File: config.mk
export PLATFORM = sky130hd
export DESIGN_NAME = gasc_cell
export DESIGN_NICKNAME = d
export VERILOG_FILES = /design/src/gasc_pkg.sv /design/src/gasc_cell.sv
export SDC_FILE = /design/constraint.sdc
export NUM_CORES = 1
export LEC_CHECK = 0
export ABC_AREA = 1
export BUFFER_PORTS_ARGS = -buffer_cell sky130_fd_sc_hd__buf_2
export CORE_AREA = 2 2 185 187
export CTS_CLUSTER_DIAMETER = 30
export DETAILED_ROUTE_END_ITERATION = 7
export DIE_AREA = 0 0 187 189
export PLACE_DENSITY = 0.43
export SLEW_MARGIN = 30
export SYNTH_ARGS = -nofsm -noshare
export SYNTH_HDL_FRONTEND = slang
export SYNTH_SLANG_ARGS = --single-unit
File: constraint.sdc
create_clock -name clk -period 1.3 [get_ports clk]
set_input_delay 0 -clock clk [delete_from_list [all_inputs] [get_ports clk]]
set_output_delay 0 -clock clk [all_outputs]
set_load 0.05 [all_outputs]
File: src/gasc_pkg.sv
// shared types and constants for the glyph atlas shelf cache
`timescale 1ns / 1ps
package gasc_pkg;

  localparam int DEF_ATLAS_DIM     = 1024;
  localparam int DEF_TABLE_ENTRIES = 256;
  localparam int PIX_W             = 10;
  localparam int KEY_W             = 64;

  typedef struct packed {
    logic [KEY_W-1:0] key;
    logic [PIX_W-1:0] x;
    logic [PIX_W-1:0] y;
    logic [PIX_W-1:0] w;
    logic [PIX_W-1:0] h;
    logic [PIX_W-1:0] bl;
    logic [PIX_W-1:0] bt;
    logic [PIX_W-1:0] adv;
  } entry_t;

  typedef enum logic [3:0] {
    ST_IDLE   = 4'b0001,
    ST_LOOK   = 4'b0010,
    ST_SEL    = 4'b0100,
    ST_COMMIT = 4'b1000
  } state_t;

endpackage

File: src/gasc_cell.sv
// one table cell: holds an entry, compares it, hands it to the next cell on insert
`timescale 1ns / 1ps
module gasc_cell (
  input  logic                        clk,
  input  logic                        rst,
  input  logic                        shift,
  input  logic                        clr,
  input  logic                        look,
  input  logic                        prev_valid,
  input  gasc_pkg::entry_t            prev,
  input  logic [gasc_pkg::KEY_W-1:0]  key,
  output logic                        valid,
  output logic                        match,
  output gasc_pkg::entry_t            ent,
  output gasc_pkg::entry_t            sel
);

  always_ff @(posedge clk) begin
    if (rst) begin
      valid <= 1'b0;
      match <= 1'b0;
    end else begin
      if (shift) begin
        valid <= prev_valid & ~clr;
      end
      if (look) begin
        match <= valid && (ent.key == key);
      end
    end
  end

  always_ff @(posedge clk) begin
    if (shift) begin
      ent <= prev;
    end
  end

  assign sel = match ? ent : '0;

endmodule

## Word level (Yosys, flattened, before mapping)

Cells that the tools add are included.
Widths: inputs -> output; s select.

- Flip-flop bits (word level): 136
- Input bits: 204
- Output and inout port bits: 270

- Eq/ne operators: 1
- Mux-type cells: 1
- Bitwise logic cells: 2
- Reductions and logical operators: 1

Operators by type and width:

| cell | number |
|---|---|
| $mux 134 | 1 |
| $eq 64x64->1 | 1 |
| $and 1x1->1 | 1 |
| $logic_and 1x1->1 | 1 |
| $not 1->1 | 1 |

## Depth between registers and ports, before layout

- Depth in word-level cells: 2
- Mapped depth: 10

## Least setup slack after synthesis

Ideal clock, no wire load.

- Path type: register to output
- From: register match
- To: output sel[119] (netlist bit)
- Arrival time: 1.608 ns
- Data required time: 1.300 ns
- Slack: -0.308 ns
- Cell stages (with the launch flop): 6
- Path through: dfxtp_1 > buf_2 > buf_2 > buf_2 > nand2_1 > inv_1

RTL lines:

| element | line | RTL |
|---|---|---|
| from (decl) | gasc_cell.sv:13 | `output logic match,` |
| from (signal assigned) | gasc_cell.sv:27 | `match <= valid && (ent.key == key);` |
| to (decl) | gasc_cell.sv:15 | `output gasc_pkg::entry_t sel` |

==> impl_metrics.env <==
export IMPL_yosysTopAreaCell="edfxtp_1"
export IMPL_worst_pin_slew_ns=0.299
export IMPL_seq_area_frac_synth_pct=64.7
export IMPL_cpMostUsedCell="buf_12"
export IMPL_fillers=3247
export IMPL_netlist_cell_type_count=17
export IMPL_yosysTopAreaCellShare_pct=64.1
export IMPL_place_ws_ns=-0.230
export IMPL_required_ns=1.30
export IMPL_end_kind="primary output"
export IMPL_report_final_setup_viol=137
export IMPL_yosysWarnings=0
export IMPL_drtIter0Drc=244
export IMPL_max_clock_freq_ghz=0.666
export IMPL_grt_max_degree=36
export IMPL_drt_wl_total_mm=28.7
export IMPL_via_per_inst=3.78
export IMPL_synthTopCellsByCount="nand2_1, inv_1, edfxtp_1, nor2_1, xor2_1"
export IMPL_max_slew_margin_rel_pct=80.1
export IMPL_io_buffers=473
export IMPL_clock_skew_ns=0.00792
export IMPL_crit_path_max_incr_delay_ns=0.41
export IMPL_diodes=0
export IMPL_fin_crit_ns=1.50
export IMPL_utilization_pct=41.8
export IMPL_grt_pass1_wl_mm=41.6
export IMPL_cts_root_buffer="clkbuf_16"
export IMPL_fp_row_count=67
export IMPL_wl_per_cell_um=15.5
export IMPL_path_cells="buf_12 -> buf_16 -> buf_12 -> nand2_4 -> inv_4 -> buf_8"
export IMPL_area_delta_synth_final_pct=121
export IMPL_hold_viol=0
export IMPL_worst_path_max_delay_cell="dfxtp_4"
export IMPL_finalSetupTns_ns=-18.31
export IMPL_clk_path_buf_depth=2
export IMPL_arrival_ns=1.50
export IMPL_path_clk_slew_ns=0.05
export IMPL_worstSetupPathType="flip-flop to primary output"
export IMPL_maxCapViolations=0
export IMPL_grt_remaining_overflow=0
export IMPL_critPathMaxFanout=6
export IMPL_die_h_um=189
export IMPL_syn_area_sq_um=6280
export IMPL_rsz0062_at_grt="true"
export IMPL_syn_nets=889
export IMPL_reg2reg_depth=8
export IMPL_hpwl_mm=19.7
export IMPL_startpoint_type="flip-flop"
export IMPL_drcViolationCount=0
export IMPL_die_w_um=187
export IMPL_drive_gt1_share_pct=55.0
export IMPL_core_area_sq_um=33300
export IMPL_setup_ws_ns=-0.201
export IMPL_syn_area_per_cell_sq_um=9.17
export IMPL_vdd_drop_max_mv=0.792
export IMPL_start_util_pct=18.9
export IMPL_hold_path_class="primary input to flip-flop"
export IMPL_status="finished with violations"
export IMPL_p_per_area_nw_per_um2=935
export IMPL_cts_buffers=17
export IMPL_p_leak_nw=6.94
export IMPL_violations="setup timing"
export IMPL_antenna_found_initial=1
export IMPL_cts_sinks=136
export IMPL_routabilityCongestion=0.830
export IMPL_netlist_instances=685
export IMPL_dieArea_sq_um=35300
export IMPL_tritoncts="done"
export IMPL_dr_total_vias=7025
export IMPL_drv_slew=0
export IMPL_synth_edf_count=134
export IMPL_yosys_top_cells_area="edfxtp_1, nand2_1, inv_1"
export IMPL_yosysMostFrequentCell="nand2_1"
export IMPL_holdWs_ns=0.134
export IMPL_grtUsageTotal_pct=15.5
export IMPL_first_pass_iters=6
export IMPL_synth_ff_type="edfxtp_1"
export IMPL_grt_pass1_vias=7458
export IMPL_synth_seq_cells=136
export IMPL_io_pins=474
export IMPL_post_route_period_util_pct=115
export IMPL_nNetsFinal=1601
export IMPL_h_tree_depth=4
export IMPL_worstSkewPairLatency_ns=0.43
export IMPL_ant_nets=0
export IMPL_holdPathStages=8
export IMPL_async_reset_ff_share_pct=0
[per-layer routing]
metal	track usage (%)	routed length, um	share of wire [%]
met1	17.0	11300	39
met2	28.2	15000	52
met3	4.87	1880	6.6
met4	5.34	553	1.9
met5	0	13	0.045
[cell type report]
| cell class | instances | area (sq um) | share of cell area (%) |
|---|---|---|---|
| inverters | 201 | 978 | 7.04 |
| flip-flops and latches | 136 | 4070 | 29.3 |
| clock inverters | 13 | 105 | 0.756 |
| multi-input cells | 333 | 1820 | 13.1 |
| repair buffers | 708 | 5940 | 42.7 |
| clock buffers | 19 | 433 | 3.11 |
| well taps | 448 | 561 | 4.03 |
[worst max-delay path, delay by kind of cell, from the launching register on]
family | cells | cell delay, ns
buffers and inverters | 5 | 0.60
flip-flops | 1 | 0.41
AND/OR/NAND/NOR | 1 | 0.05
[cells in the final DEF (no fill, tap or decap), drive strengths merged]
cell type,Yosys,layout
xor2,15,15
a21oi,1,1
o21ai,13,13
clkinvlp,0,60
nor2,55,55
a31oi,1,1
bufinv,0,1
dfxtp,2,2
edfxtp,134,134
nand4,1,1
inv,201,146
nand2,235,235
nand3,3,3
clkbuf,8,24
dlygate4sd3,0,139
xnor2,6,6
clkinv,0,7
buf,7,564
nor3,3,3
[path summary, 6_finish.rpt]
| kind | from | to | slack [ns] |
|---|---|---|---|
| max | match | sel[76] | -0.20 |
| min reg2reg | valid | valid | 0.66 |
| min | key[2] | match | 0.13 |
| max reg2reg | ent[94] | match | -0.13 |
[stage by stage]
step | power (mW) | cells | instance area [sq um]
CTS | 13.1 | 1850 | 13400
finish | 13.0 | 1858 | 13900
floorplan | 6.97 | 685 | 6510
global placement | 8.08 | 1661 | 10000
detailed placement | 8.09 | 1661 | 10000
global route | 13.5 | 1858 | 13900
[cell families (layout without fill, tap and decap cells)]
logic type	count (synthesis)	after routing	share of synthesized area, %
buffers and inverters	216	941	13.0
DFF	136	136	64.7
xor gates and xnor gates	21	21	2.93
AOI/OAI and AO/OA	15	15	1.27
and+or+nand+nor	297	297	18.1
[flip-flops by register name, summed over array words and instances (netlist names)]
| signal | count |
|---|---|
| valid | 1 |
| ent | 134 |
| match | 1 |
[timing repair]
item / 4_1_cts / 5_1_grt
gates cloned: 7 / 5
hold buffers: 139 / 0
setup buffers: 11 / 5
setup endpoints to repair: 137 / 141
gates resized for setup: 386 / 111
endpoints found under the hold margin: 155 / 0
pin swaps: 5 / 11
[power by group]
part	leakage [nW]	switching, mW	internal, mW	total (mW)
logic	5.35	1.90	1.06	2.96
registers	1.33	0.276	5.22	5.49
clock network	0.256	1.94	2.61	4.55
Note: power is estimated with default switching activity, not from simulation.
